$ cat src/assert_macros.svh
// Assertion helper macros for the RTL.
`ifndef ASSERT_MACROS_SVH
`define ASSERT_MACROS_SVH

// Check that an implication holds at every clock edge out of reset.
`define ASSERT_IMPLY(label, clk, rst_n, ante, cons) \
    label: assert property (@(posedge clk) disable iff (!rst_n) (ante) |-> (cons)) \
        else $error("assertion failed");

// Check that an implication holds in the cycle after the antecedent.
`define ASSERT_NEXT(label, clk, rst_n, ante, cons) \
    label: assert property (@(posedge clk) disable iff (!rst_n) (ante) |=> (cons)) \
        else $error("assertion failed");

`endif

$ cat src/csd_pkg.sv
`timescale 1ns / 1ps
`default_nettype none
package csd_pkg;

    localparam int MaxRows = 1024;
    localparam int MaxCols = 16;
    localparam int MaxNz = 4096;
    localparam int RowW = 11;
    localparam int ColW = 4;
    localparam int PtrW = 13;
    localparam int SlotW = 12;
    localparam int NzColW = 10;
    localparam int DenseAw = 14;
    localparam int PtrAw = 11;
    localparam int QDepth = 4;
    localparam int QAw = 2;

    typedef enum logic [1:0] {
        MODE_DENSE = 2'd0,
        MODE_PTR   = 2'd1,
        MODE_NZ    = 2'd2,
        MODE_ROW   = 2'd3
    } mode_t;

    // Classified request handed from the front part to the back part.
    typedef struct packed {
        mode_t              mode;
        logic [RowW-1:0]    row;
        logic [ColW-1:0]    column;
        logic [PtrW-1:0]    pointer;
        logic [SlotW-1:0]   slot;
        logic [NzColW-1:0]  nz_column;
        logic signed [31:0] value;
    } req_t;

    // Result of one column.
    typedef struct packed {
        logic [9:0]         out_row;
        logic [ColW-1:0]    out_column;
        logic signed [31:0] sum;
        logic               saturated;
        logic               last;
    } res_t;

    typedef enum logic [3:0] {
        ST_IDLE,
        ST_PTR0,
        ST_PTR1,
        ST_NZRD,
        ST_NZWAIT,
        ST_DRD,
        ST_DWAIT,
        ST_MUL,
        ST_ACC,
        ST_EMIT
    } state_t;

    localparam logic [1:0] RegDenseColumns = 2'd0;

endpackage
`default_nettype wire

$ cat src/csd_front.sv
`timescale 1ns / 1ps
`default_nettype none
module csd_front (
    input  wire logic           clk,
    input  wire logic           rst_n,
    input  wire logic           in_valid,
    output logic                in_ready,
    input  wire csd_pkg::req_t  in_req,
    output logic                q_valid,
    input  wire logic           q_pop,
    output csd_pkg::req_t       q_req
);
    import csd_pkg::*;

    req_t           buf_reg [QDepth];
    logic [QAw-1:0] wr_reg, wr_next, rd_reg, rd_next;
    logic [QAw:0]   cnt_reg, cnt_next;
    logic           push;
    logic           keep;

    // Out-of-range requests are dropped here; the back part sees only real work.
    always_comb
    begin
        unique case (in_req.mode)
            MODE_DENSE: keep = (in_req.row < RowW'(MaxRows));
            MODE_PTR:   keep = (in_req.row <= RowW'(MaxRows));
            MODE_NZ:    keep = 1'b1;
            MODE_ROW:   keep = (in_req.row < RowW'(MaxRows));
            default:    keep = 1'b0;
        endcase
    end

    assign in_ready = (cnt_reg != (QAw+1)'(QDepth));
    assign push     = in_valid && in_ready && keep;
    assign q_valid  = (cnt_reg != '0);
    assign q_req    = buf_reg[rd_reg];

    always_comb
    begin
        wr_next  = push ? wr_reg + 1'b1 : wr_reg;
        rd_next  = q_pop ? rd_reg + 1'b1 : rd_reg;
        cnt_next = cnt_reg + (QAw+1)'(push) - (QAw+1)'(q_pop);
    end

    // Queue pointers.
    always_ff @(posedge clk or negedge rst_n)
    begin
        if (!rst_n)
        begin
            wr_reg  <= '0;
            rd_reg  <= '0;
            cnt_reg <= '0;
        end
        else
        begin
            wr_reg  <= wr_next;
            rd_reg  <= rd_next;
            cnt_reg <= cnt_next;
        end
    end

    // Queue storage.
    always_ff @(posedge clk)
    begin
        if (push)
        begin
            buf_reg[wr_reg] <= in_req;
        end
    end

endmodule
`default_nettype wire

$ cat config.mk
export PLATFORM = sky130hd
export DESIGN_NAME = csd_front
export DESIGN_NICKNAME = d
export VERILOG_FILES = /design/src/assert_macros.svh /design/src/csd_pkg.sv /design/src/csd_front.sv
export SDC_FILE = /design/constraint.sdc
export NUM_CORES = 1
export LEC_CHECK = 0
export BUFFER_PORTS_ARGS = -buffer_cell sky130_fd_sc_hd__buf_2
export CORE_ASPECT_RATIO = 0.7
export CORE_UTILIZATION = 40
export CTS_BUF_LIST = sky130_fd_sc_hd__clkbuf_4 sky130_fd_sc_hd__clkbuf_8
export CTS_CLUSTER_SIZE = 25
export DETAILED_ROUTE_END_ITERATION = 6
export HOLD_SLACK_MARGIN = 0.06
export MAX_ROUTING_LAYER = met4
export PLACE_DENSITY_LB_ADDON = 0.08
export SLEW_MARGIN = 20
export SYNTH_ARGS = -nofsm -noshare
export SYNTH_HDL_FRONTEND = slang
export SYNTH_SLANG_ARGS = --single-unit
$ cat constraint.sdc
create_clock -name clk -period 2.8 [get_ports clk]
set_input_delay 0.42 -clock clk [delete_from_list [all_inputs] [get_ports clk]]
set_output_delay 0.42 -clock clk [all_outputs]
set_load 0.01 [all_outputs]
# Yosys cells after proc, flatten, opt, wreduce, memory -nomap -nowiden
# Memories as Yosys holds them, arrays and structs flattened.
# Cells that the tools add are included.
# word_totals
n_memories,1
ramBits,336
ff_bits,7
# mem_list
name,depth,word_bits,read_ports,rd_ports_with_merged_regs,wr,line,text
buf_reg,4,84,1,0,1,csd_front.sv:15,req_t buf_reg [QDepth];
# classes
n_reduce_logical,5
mux,3
eq_ne,4
n_lt_le_gt_ge,2
add_sub_neg,4
# ops
operator,count
$le 11x11->1 const B,1
$lt 11x11->1 const B,1
$add 2x1->2 const B,2
$eq 2x2->1 const B,2
$add 3x1->3,1
$ne 3x3->1 const B,1
$pmux 1 s3,1
$reduce_bool 3->1,1
$sub 3x1->3,1
$eq 2x1->1 const B,1
$logic_and 1x1->1,2
$logic_not 2->1,1
$mux 1,2
$reduce_or 2->1,1

# Depth between registers and ports, before layout
# Gate-level depths: netlist of run 1.
# depth
ltp_word,6
ltp_mapped,13
mapped_depth_nobuf,13

# Worst setup path after synthesis of run 1
# OpenSTA, ideal clock, no wires.
# synth_path
kind,input to register
startpoint,input in_req[82] (netlist bit)
endpoint,memory buf_reg[0][0] (netlist bit) (enable)
arrival_time_ns,2.316
path_slack_ns,0.078
t_required_ns,2.394
stages,6
setup_time_ns,0.406
path_cell_list,inv_1 ha_1 nor2b_1 o311ai_2 a31oi_4 and2_2
# synth_via
elab_chain_cells,6
word_cells_on_any_way,9
cone_classes,eq/ne: 3; mux: 3; reduce/logical: 3
# synth_lines
item,line,text
from (decl),csd_front.sv:8,"input wire csd_pkg::req_t in_req,"
$eq 2x2->1 / $logic_not 2->1 (equally long branches),csd_front.sv:24,unique case (in_req.mode)
$reduce_or 2->1 (no line),n/a,
$pmux 1 s3 *,csd_front.sv:24,
$logic_and 1x1->1 *,csd_front.sv:34,assign push = in_valid && in_ready && keep;
$mux 1 *,csd_front.sv:65,if (push)
$mux 1 (implied by the code) *,csd_front.sv:67,buf_reg[wr_reg] <= in_req;
to (decl),csd_front.sv:15,
# Mark *: on every way between the ends. The rest lies on a longest branch, timed or not.

# Worst setup path in the final report of run 1
# layout_path
startpoint,input in_req[71] (netlist bit)
endpoint,register cnt_reg[2]
# layout_via
elab_chain_cells,5
word_cells_on_any_way,6
cone_classes,add/sub: 2; order compare: 2; mux: 1; reduce/logical: 1
# layout_lines
item,line,text
$lt 11x11->1 / $le 11x11->1 (equally long branches),"csd_front.sv:25, csd_front.sv:28, csd_front.sv:26",
$pmux 1 s3 *,csd_front.sv:24,
$logic_and 1x1->1 *,csd_front.sv:34,
$add 3x1->3 *,csd_front.sv:42,cnt_next = cnt_reg + (QAw+1)'(push) - (QAw+1)'(q_pop);
$sub 3x1->3 *,csd_front.sv:42,
via cnt_next[2],csd_front.sv:17,"logic [QAw:0] cnt_reg, cnt_next;"
to (signal assigned),csd_front.sv:58,cnt_reg <= cnt_next;
to (decl),csd_front.sv:17,
# Mark *: on every way through the listed nets, which the timed path passes. The rest lies on a longest branch.
# A chain may end at the register's enable or synchronous reset.

==> results of run 1 <==
## metal layers
metal / GRT usage / share of wire
met1: 0.197 / 0.42
met2: 0.263 / 0.49
met3: 0.0533 / 0.071
met4: 0.0546 / 0.018
met5: - / 0
## power groups by stage
| stage | clock network [mW] | registers, mW | logic [mW] |
|---|---|---|---|
| 2_1_floorplan | 0 | 6.51 | 2.70 |
| 3_3_place_gp | 0 | 6.69 | 4.21 |
| 3_5_place_dp | 0 | 6.73 | 4.22 |
| 4_1_cts | 4.14 | 6.58 | 4.44 |
| 5_1_grt | 4.33 | 6.60 | 4.74 |
| 6_report | 3.98 | 6.54 | 4.38 |
## through the flow
stage / area (um2) / power, mW / hold slack [ns] / instances
2_1_floorplan: 12600 / 9.20 / 0.124 / 483
3_3_place_gp: 14200 / 10.9 / 0.261 / 1070
3_5_place_dp: 14200 / 10.9 / 0.270 / 1070
4_1_cts: 16100 / 15.2 / 0.0665 / 1248
5_1_grt: 16200 / 15.7 / 0.0765 / 1254
6_report: 16200 / 14.9 / 0.122 / 1254
## placed cells by master (no fill, tap or decap)
cell type,count
edfxtp_1,336
buf_2,172
mux4_2,84
dlygate4sd3_1,82
clkbuf_8,57
clkbuf_4,18
buf_12,16
clkinv_1,10
inv_1,8
ha_1,8
buf_4,8
clkinv_2,7
dfrtp_1,5
and2_4,4
diode_2,3
xnor2_1,3
nor4_2,2
dfrtp_4,2
nor2_1,1
nand3_1,1
nor2b_1,1
or3b_4,1
o311ai_2,1
a31oi_4,1
xnor2_2,1
or3_2,1
xor2_1,1
mux2_4,1
nand2_1,1
fa_2,1
clkinvlp_4,1
bufinv_16,1
dlymetal6s4s_1,1
buf_6,1
buf_16,1
## final cells by class
class                      count  area, um2
sequential                   343      10300
clock inverter                19        110
inverter                       8       30.0
timing repair buffer         281       2110
antenna                        3       7.51
tap                          412        515
multi-input combinational    113       2220
clock buffer                  75        920
fill                        2443      14300
## what timing repair did
action,4_1_cts,5_1_grt
hold endpoints to repair,332,0
resized for setup,0,7
hold buffers,83,0
setup endpoints to repair,65,2
gates cloned,0,0
pin swaps,0,2
setup buffers,1,3
## worst paths after layout
| check | start | endpoint | slack [ns] | cells after the start |
|---|---|---|---|---|
| setup reg to reg | cnt_reg[1]$_DFF_PN0_ | cnt_reg[2]$_DFF_PN0_ | 0.45 | 11 |
| hold / removal | in_req[83] | buf_reg[2][83]$_DFFE_PP_ | 0.12 | 1 |
| max in group asynchronous | rst_n | rd_reg[1]$_DFFE_PN0P_ | 2.39 | 2 |
| hold reg to reg | cnt_reg[2]$_DFF_PN0_ | cnt_reg[2]$_DFF_PN0_ | 0.51 | 1 |
| setup / recovery | in_req[71] | cnt_reg[2]$_DFF_PN0_ | 0.22 | 13 |
| min in group asynchronous | rst_n | wr_reg[1]$_DFFE_PN0P_ | 0.22 | 2 |
## cells by family (layout without fill, tap and decap cells)
kind of cell / Yosys count / after routing
xor+xnor: 5 / 5
other cells: 0 / 3
flops: 343 / 343
compound gates: 2 / 2
mux: 85 / 85
simple gates: 12 / 12
buf+inv: 27 / 383
fa+ha+maj: 9 / 9
==> results.sh, run 1 <==
export IMPL_switching_power_mw=4.21
export IMPL_yosys_area_share_simple=0.00635
export IMPL_antenna_found_initial=3
export IMPL_dp_hpwl_um=14800
export IMPL_synth_area_per_cell_um2=26.1
export IMPL_fp_row_count=53
export IMPL_path_buf_inv=5
export IMPL_tns_ns=0
export IMPL_cts_max_path_buffers=3
export IMPL_synth_compound_area_share=0.00298
export IMPL_grt_overflow_total=0
export IMPL_pwr_share_seq=0.439
export IMPL_dr_pass1_iters=6
export IMPL_synth_top_area_frac=0.800
export IMPL_worst_endpoint_required_ns=3.28
export IMPL_synthTopCellsByCount="edfxtp_1, mux4_2, buf_2"
export IMPL_rsz0062_at_grt="no"
export IMPL_synthAdderAreaFrac=0.00953
export IMPL_via_per_inst=4.86
export IMPL_min_path_type="in2reg"
export IMPL_cp_start_kind="primary input"
export IMPL_clock_fmax_mhz=388
export IMPL_clkPwrFrac=0.267
export IMPL_p_leak_nw=5.60
export IMPL_post_drt_wl_per_cell_um=19.9
export IMPL_cp_common_cell="inv_1"
export IMPL_numCtsBuffers=53
export IMPL_critPathTopFamily="buffers and inverters"
export IMPL_combPwrFrac=0.294
export IMPL_tightest_slew_ns=0.317
export IMPL_power_density_nw_per_um2=921
export IMPL_drv_cap=0
export IMPL_worstSetupEndpointType="flop"
export IMPL_cp_cell_sequence="dlygate4sd3_1 -> buf_2 -> nor4_2 -> nand3_1 -> a31oi_4 -> inv_1 -> ha_1 -> inv_1 -> ha_1 -> inv_1 -> fa_2 -> xnor2_2 -> xnor2_1"
export IMPL_synthToLayoutAreaGrowth_pct=28.4
export IMPL_fin_crit_ns=2.58
export IMPL_slew_violations=0
export IMPL_place_congestion=0.705
export IMPL_core_area_um2=30500
export IMPL_synth_seq_cells=343
export IMPL_root_buffer="clkbuf_8"
export IMPL_vias=6092
export IMPL_grtUsageTotal=0.164
export IMPL_setup_viol=0
export IMPL_status="complete, no violations"
export IMPL_async_flop_share=0.0204
export IMPL_htree_levels=2
export IMPL_yosysWarnings=0
export IMPL_place_worst_setup_slack_ns=0.0494
export IMPL_wirelength_um=24900
export IMPL_cts_sinks=343
export IMPL_synth_edf_count=336
export IMPL_synth_top_area_cell="edfxtp_1"
export IMPL_synth_area_top_cells="edfxtp_1, mux4_2, dfrtp_1"
export IMPL_finClkSkew_ns=0.0280
export IMPL_cp_max_fo=5
export IMPL_post_route_drc_count=0
export IMPL_antenna_left=0
export IMPL_drtIter0Drc=334
export IMPL_netlist_instances=483
export IMPL_yosys_area_share_xor_xnor=0.00347
export IMPL_synth_ff_type="edfxtp_1"
export IMPL_grt_pass1_vias=6674
export IMPL_vdd_drop_max_uv=507
export IMPL_clk_latency_ns=0.59
export IMPL_netlist_area_um2=12600
export IMPL_dieArea_um2=32200
export IMPL_nets=897
export IMPL_critPathKind="in2reg"
export IMPL_slew_headroom=0.789
export IMPL_start_util=0.413
export IMPL_yosysUniqueCellTypes=22
export IMPL_synth_most_common_cell="edfxtp_1"
export IMPL_internal_power_mw=10.7
export IMPL_ios=174
export IMPL_fin_crit_sh=0.921
export IMPL_grt_max_degree=46
export IMPL_grt_pass1_wl_um=37800
export IMPL_largest_reg_flops=336
export IMPL_die_h_um=151
export IMPL_crit_arrival_ns=3.05
export IMPL_io_buffers=173
export IMPL_synth_top_family_by_area="multiplexers"
export IMPL_hold_viol_final=0
export IMPL_crit_slowest_cell="dlygate4sd3_1"
export IMPL_clk_pin_slew_ns=0.06
export IMPL_die_width_um=214
export IMPL_synth_mux_area_frac=0.151
export IMPL_slowest_delay_ns=0.53
export IMPL_syn_nets=580
export IMPL_layout_drive_gt1_share=0.454
export IMPL_ys_seq_area_frac=0.814
export IMPL_postLayoutCoreUtil=0.531
export IMPL_setup_slack_ns=0.221
export IMPL_power_switching_share=0.282
export IMPL_cts_tree="yes"
(Power assumes the default switching activity.)
==> run 2: changes to the inputs <==
Settings changed: BUFFER_PORTS_ARGS -buffer_cell sky130_fd_sc_hd__buf_2 to -buffer_cell sky130_fd_sc_hd__buf_4, CELL_PAD_IN_SITES_DETAIL_PLACEMENT set to 1, CELL_PAD_IN_SITES_GLOBAL_PLACEMENT set to 1.
==> run 2 against run 1 <==
Clock skew increased by 0.0017 ns; critical path type unchanged; register-to-register slack about the same; fmax decreased by 4.7%; cell area increased by 2.7%; non-clock buffer count increased by 1; sequential power increased by 0.6%; combinational power increased by 11%; sequential share of layout area decreased by 1.7 points; first-iteration DRC count decreased by 9.3%; die area unchanged; hold slack improved by 0.063 ns; largest power group unchanged.
==> results.sh, run 2 (synthesized netlist as in run 1, its figures left out) <==
export IMPL_status="complete, no violations"
export IMPL_vdd_drop_max_uv=438
export IMPL_drv_cap=0
export IMPL_grtUsageTotal=0.176
export IMPL_via_per_inst=4.94
export IMPL_post_route_drc_count=0
export IMPL_cp_start_kind="primary input"
export IMPL_timing_rr_start="cnt_reg[1]$_DFF_PN0_"
export IMPL_power_density_nw_per_um2=938
export IMPL_dr_pass1_iters=4
export IMPL_worst_endpoint_required_ns=3.28
export IMPL_setup_viol=0
export IMPL_min_path_type="in2async"
export IMPL_place_congestion=0.727
export IMPL_drtIter0Drc=303
export IMPL_synthToLayoutAreaGrowth_pct=31.9
export IMPL_most_common_layout_cells="edfxtp_1, buf_4, dlygate4sd3_1"
export IMPL_fp_row_count=53
export IMPL_wirelength_um=27100
export IMPL_grt_pass1_vias=6970
export IMPL_p_total_mw=15.6
export IMPL_crit_arrival_ns=3.18
export IMPL_finClkSkew_ns=0.0297
export IMPL_fin_crit_ns=2.70
export IMPL_grt_max_degree=60
export IMPL_grt_overflow_total=0
export IMPL_nets=898
export IMPL_tns_ns=0
export IMPL_start_util=0.413
export IMPL_vias=6214
export IMPL_die_h_um=151
export IMPL_clk_pin_slew_ns=0.07
export IMPL_dieArea_um2=32200
export IMPL_layout_drive_gt1_share=0.446
export IMPL_fin_crit_sh=0.966
export IMPL_final_common_cell="edfxtp_1"
export IMPL_startpoint="in_req[76]"
export IMPL_tightest_slew_ns=0.422
export IMPL_slew_headroom=0.719
export IMPL_cts_sinks=343
export IMPL_cts_max_path_buffers=3
export IMPL_htree_levels=2
export IMPL_numCtsBuffers=53
export IMPL_critPathKind="in2reg"
export IMPL_cts_tree="yes"
export IMPL_root_buffer="clkbuf_8"
export IMPL_dp_hpwl_um=15900
export IMPL_antenna_left=0
export IMPL_ios=174
export IMPL_largest_reg_flops=336
export IMPL_filler_cell_count=2709
export IMPL_io_buffers=173
export IMPL_worstSetupEndpointType="flop"
export IMPL_hold_viol_final=0
export IMPL_clk_latency_ns=0.59
export IMPL_p_leak_nw=5.76
export IMPL_clock_fmax_mhz=370
export IMPL_grt_pass1_wl_um=40700
export IMPL_die_width_um=214
export IMPL_post_drt_wl_per_cell_um=21.5
export IMPL_antenna_found_initial=2
export IMPL_core_area_um2=30500
export IMPL_slew_violations=0
export IMPL_rsz0062_at_grt="no"
export IMPL_cp_max_fo=5
run 2: worst max-delay path, cell delays in order:
cell	delay, ns
dlygate4sd3_1	0.53
buf_4	0.15
nor4_2	0.34
nand3_1	0.24
a31oi_4	0.24
inv_1	0.06
ha_1	0.27
inv_1	0.06
ha_1	0.14
inv_1	0.05
fa_1	0.40
xnor2_1	0.15
xnor2_1	0.12
run 2: power breakdown:
| group | leakage [nW] | internal, mW | switching, mW | total (mW) |
|---|---|---|---|---|
| logic | 2.06 | 2.62 | 2.24 | 4.86 |
| clock network | 0.573 | 2.30 | 1.86 | 4.16 |
| registers | 3.13 | 6.30 | 0.278 | 6.58 |
| total | 5.76 | 11.2 | 4.38 | 15.6 |
run 2: path summary, 6_finish.rpt:
kind,slack (ns),depth (start not counted),to
max,0.1,13,cnt_reg[2]$_DFF_PN0_
min,0.19,2,cnt_reg[2]$_DFF_PN0_
max reg2reg,0.44,11,cnt_reg[2]$_DFF_PN0_
min reg2reg,0.51,1,cnt_reg[2]$_DFF_PN0_
max in group asynchronous,2.47,2,rd_reg[1]$_DFFE_PN0P_
min in group clk,0.40,5,wr_reg[0]$_DFFE_PN0P_
run 2: layout make-up:
type                            count  area [um2]  area share
Sequential cell                   343       10300       0.618
Timing Repair Buffer              282        2520       0.152
Multi-Input combinational cell    113        2200       0.132
Clock buffer                       78         967      0.0582
Tap cell                          412         515      0.0310
Clock inverter                     21         115     0.00692
Inverter                            8        30.0     0.00181
Antenna cell                        2        5.00    0.000301
run 2: through the flow:
stage / area [um2] / setup slack [ns] / std cells / util / hold slack (ns)
final: 16600 / 0.0956 / 1259 / 0.545 / 0.185
after global routing: 16600 / 0.0226 / 1259 / 0.545 / 0.166
after CTS: 16600 / 0.0209 / 1252 / 0.543 / 0.152
after detailed placement: 14600 / -0.0984 / 1066 / 0.479 / 0.241
after global placement: 14600 / 0.0890 / 1066 / 0.479 / 0.238
after floorplan: 12600 / 0.0780 / 483 / - / 0.124
run 2: routing by layer:
layer / global-route usage / wire length [um] / up-vias / part of all wire
li1: - / - / 2717 / -
met1: 0.226 / 12000 / 3297 / 0.44
met2: 0.278 / 13100 / 159 / 0.48
met3: 0.0475 / 1560 / 41 / 0.058
met4: 0.0536 / 456 / 0 / 0.017
met5: - / 0 / - / 0
run 2: repair_timing:
item	4_1_cts	5_1_grt
endpoints found under the hold margin	344	0
hold buffers	86	0
setup buffers	1	5
setup endpoints to repair	63	2
gates resized for setup	0	1
==> run 3: changes to the inputs <==
Settings changed: ABC_AREA set to 1, CTS_CLUSTER_DIAMETER set to 50.
==> run 3 against run 2 <==
Sequential cell count unchanged; die area up 2.5%; hold slack worse by 0.073 ns; critical endpoint is now q_req[13].
==> results.sh, run 3 <==
export IMPL_drv_cap=0
export IMPL_most_common_layout_cells="edfxtp_1, buf_4, nor2_1"
export IMPL_synth_seq_cells=343
export IMPL_antenna_left=0
export IMPL_die_h_um=152
export IMPL_cts_tree="yes"
export IMPL_slew_violations=0
export IMPL_post_route_drc_count=0
export IMPL_place_worst_setup_slack_ns=0.340
export IMPL_synth_top_area_cell="edfxtp_1"
export IMPL_grt_pass1_vias=8496
export IMPL_synthTopCellsByCount="edfxtp_1, nor2_1, o21ai_0"
export IMPL_place_congestion=0.708
export IMPL_synth_edf_count=336
export IMPL_fin_crit_ns=2.64
export IMPL_die_width_um=217
export IMPL_worstSetupEndpointType="output port"
export IMPL_hold_viol_final=0
export IMPL_r2r_cells=11
export IMPL_largest_reg_flops=336
export IMPL_fin_crit_sh=0.944
export IMPL_antenna_found_initial=1
export IMPL_cts_max_path_buffers=3
export IMPL_io_buffers=173
export IMPL_htree_levels=2
export IMPL_wirelength_um=31300
export IMPL_synth_area_per_cell_um2=14.8
export IMPL_ios=174
export IMPL_p_leak_nw=5.61
export IMPL_netlist_area_um2=12900
export IMPL_layout_drive_gt1_share=0.223
export IMPL_synth_area_top_cells="edfxtp_1, o21ai_0, nor2_1"
export IMPL_synthToLayoutAreaGrowth_pct=26.4
export IMPL_clock_fmax_mhz=378
export IMPL_cp_max_fo=42
export IMPL_post_cts_setup_buffers=0
export IMPL_synth_ff_type="edfxtp_1"
export IMPL_via_per_inst=5.08
export IMPL_tightest_slew_ns=0.416
export IMPL_grt_overflow_total=0
export IMPL_vias=8001
export IMPL_final_common_cell="edfxtp_1"
export IMPL_fp_row_count=54
export IMPL_nets=1229
export IMPL_slew_headroom=0.722
export IMPL_async_flop_share=0.0204
export IMPL_grt_pass1_wl_um=48700
export IMPL_fin_area_um2=16300
export IMPL_finClkSkew_ns=0.0288
export IMPL_cp_start_kind="flop"
export IMPL_critPathKind="reg2out"
export IMPL_yosysUniqueCellTypes=21
export IMPL_clk_latency_ns=0.56
export IMPL_rsz0062_at_grt="no"
export IMPL_power_density_nw_per_um2=959
export IMPL_synth_top_area_frac=0.781
export IMPL_netlist_instances=874
export IMPL_dieArea_um2=33000
export IMPL_post_drt_wl_per_cell_um=19.9
export IMPL_numCtsBuffers=35
export IMPL_grt_max_degree=90
export IMPL_yosysWarnings=0
export IMPL_seqCellArea_um2=10300
export IMPL_setup_slack_ns=0.157
export IMPL_multi_input_area_um2=2310
export IMPL_min_path_type="in2reg"
export IMPL_p_total_mw=15.7
export IMPL_syn_nets=971
export IMPL_core_area_um2=31500
export IMPL_worst_endpoint_required_ns=2.38
export IMPL_holdPathStages=1
export IMPL_cts_sinks=343
export IMPL_filler_cell_count=3151
export IMPL_postPlaceCellArea_um2=14800
export IMPL_vdd_drop_max_uv=545
export IMPL_crit_arrival_ns=2.22
export IMPL_tns_ns=0
export IMPL_status="complete, no violations"
export IMPL_ys_seq_area_frac=0.795
export IMPL_root_buffer="clkbuf_8"
export IMPL_synth_most_common_cell="edfxtp_1"
export IMPL_dp_hpwl_um=17500
export IMPL_dr_pass1_iters=4
export IMPL_start_util=0.410
export IMPL_drtIter0Drc=390
export IMPL_clk_pin_slew_ns=0.08
export IMPL_setup_viol=0
export IMPL_grtUsageTotal=0.197
-- run 3: cell count changes after synthesis, sizes merged, moves of 7 or more --
cell,delta
clkbuf,+34
inv,+7
mux4,-84
nand2,+11
nor2,+178
o21ai,+168
o22ai,+84
-- run 3: final timing paths --
| kind | startpoint | endpoint | slack [ns] |
|---|---|---|---|
| max | rd_reg[1]$_DFFE_PN0P_ | q_req[13] | 0.16 |
| min | in_req[83] | buf_reg[3][83]$_DFFE_PP_ | 0.11 |
| max reg2reg | cnt_reg[1]$_DFF_PN0_ | cnt_reg[1]$_DFF_PN0_ | 0.71 |
| min reg2reg | cnt_reg[0]$_DFF_PN0_ | cnt_reg[0]$_DFF_PN0_ | 0.53 |
| max in group asynchronous | rst_n | rd_reg[1]$_DFFE_PN0P_ | 2.39 |
| min in group asynchronous | rst_n | cnt_reg[0]$_DFF_PN0_ | 0.24 |
-- run 3: power breakdown --
part           internal [mW]  switching, mW  leakage [nW]  total (mW)
Clock                   1.46           1.78         0.338        3.24
Combinational           2.39           3.57          2.14        5.96
Sequential              6.25          0.218          3.13        6.47
-- run 3: metrics by stage --
stage,cells,util,hold slack (ns)
global placement,1430,0.470,0.248
CTS,1573,0.519,0.0627
detailed placement,1430,0.470,0.252
floorplan,874,-,0.124
finish,1574,0.519,0.112
global route,1574,0.519,0.0788
-- run 3: layout make-up --
type / count / share of cell area
flip-flops and latches: 343 / 0.629
repair buffers: 276 / 0.151
inverters: 15 / 0.00360
well taps: 420 / 0.0322
clock inverters: 19 / 0.0111
multi-input cells: 461 / 0.141
diodes: 1 / 0.000153
clock buffers: 39 / 0.0313
-- run 3: kinds of logic (layout without fill, tap and decap cells) --
logic type                 Yosys count  after routing  share of synthesized area
DFF                                343            343                      0.795
AOI/OAI and AO/OA                  254            254                      0.107
and+or+nand+nor                    194            194                     0.0567
buffers and inverters               70            349                     0.0300
adders and majority gates            9              9                    0.00930
xor gates and xnor gates             4              4                    0.00271
other                                0              1                          0
-- run 3: routing by layer --
metal	share of wire	GRT usage
met5	0	-
met4	0.014	0.0463
met3	0.036	0.0339
met2	0.47	0.303
met1	0.48	0.273
-- run 3: critical path, cell delays in order (launching register included) --
cell     delay, ns
dfrtp_4       0.63
inv_2         0.16
buf_12        0.25
o21ai_0       0.12
o22ai_1       0.31
buf_4         0.20
-- run 3: repair_timing --
action | in CTS | in global routing
hold buffers | 85 | 0
setup endpoints to repair | 0 | 1
endpoints found under the hold margin | 336 | 0
resized for setup | 0 | 1
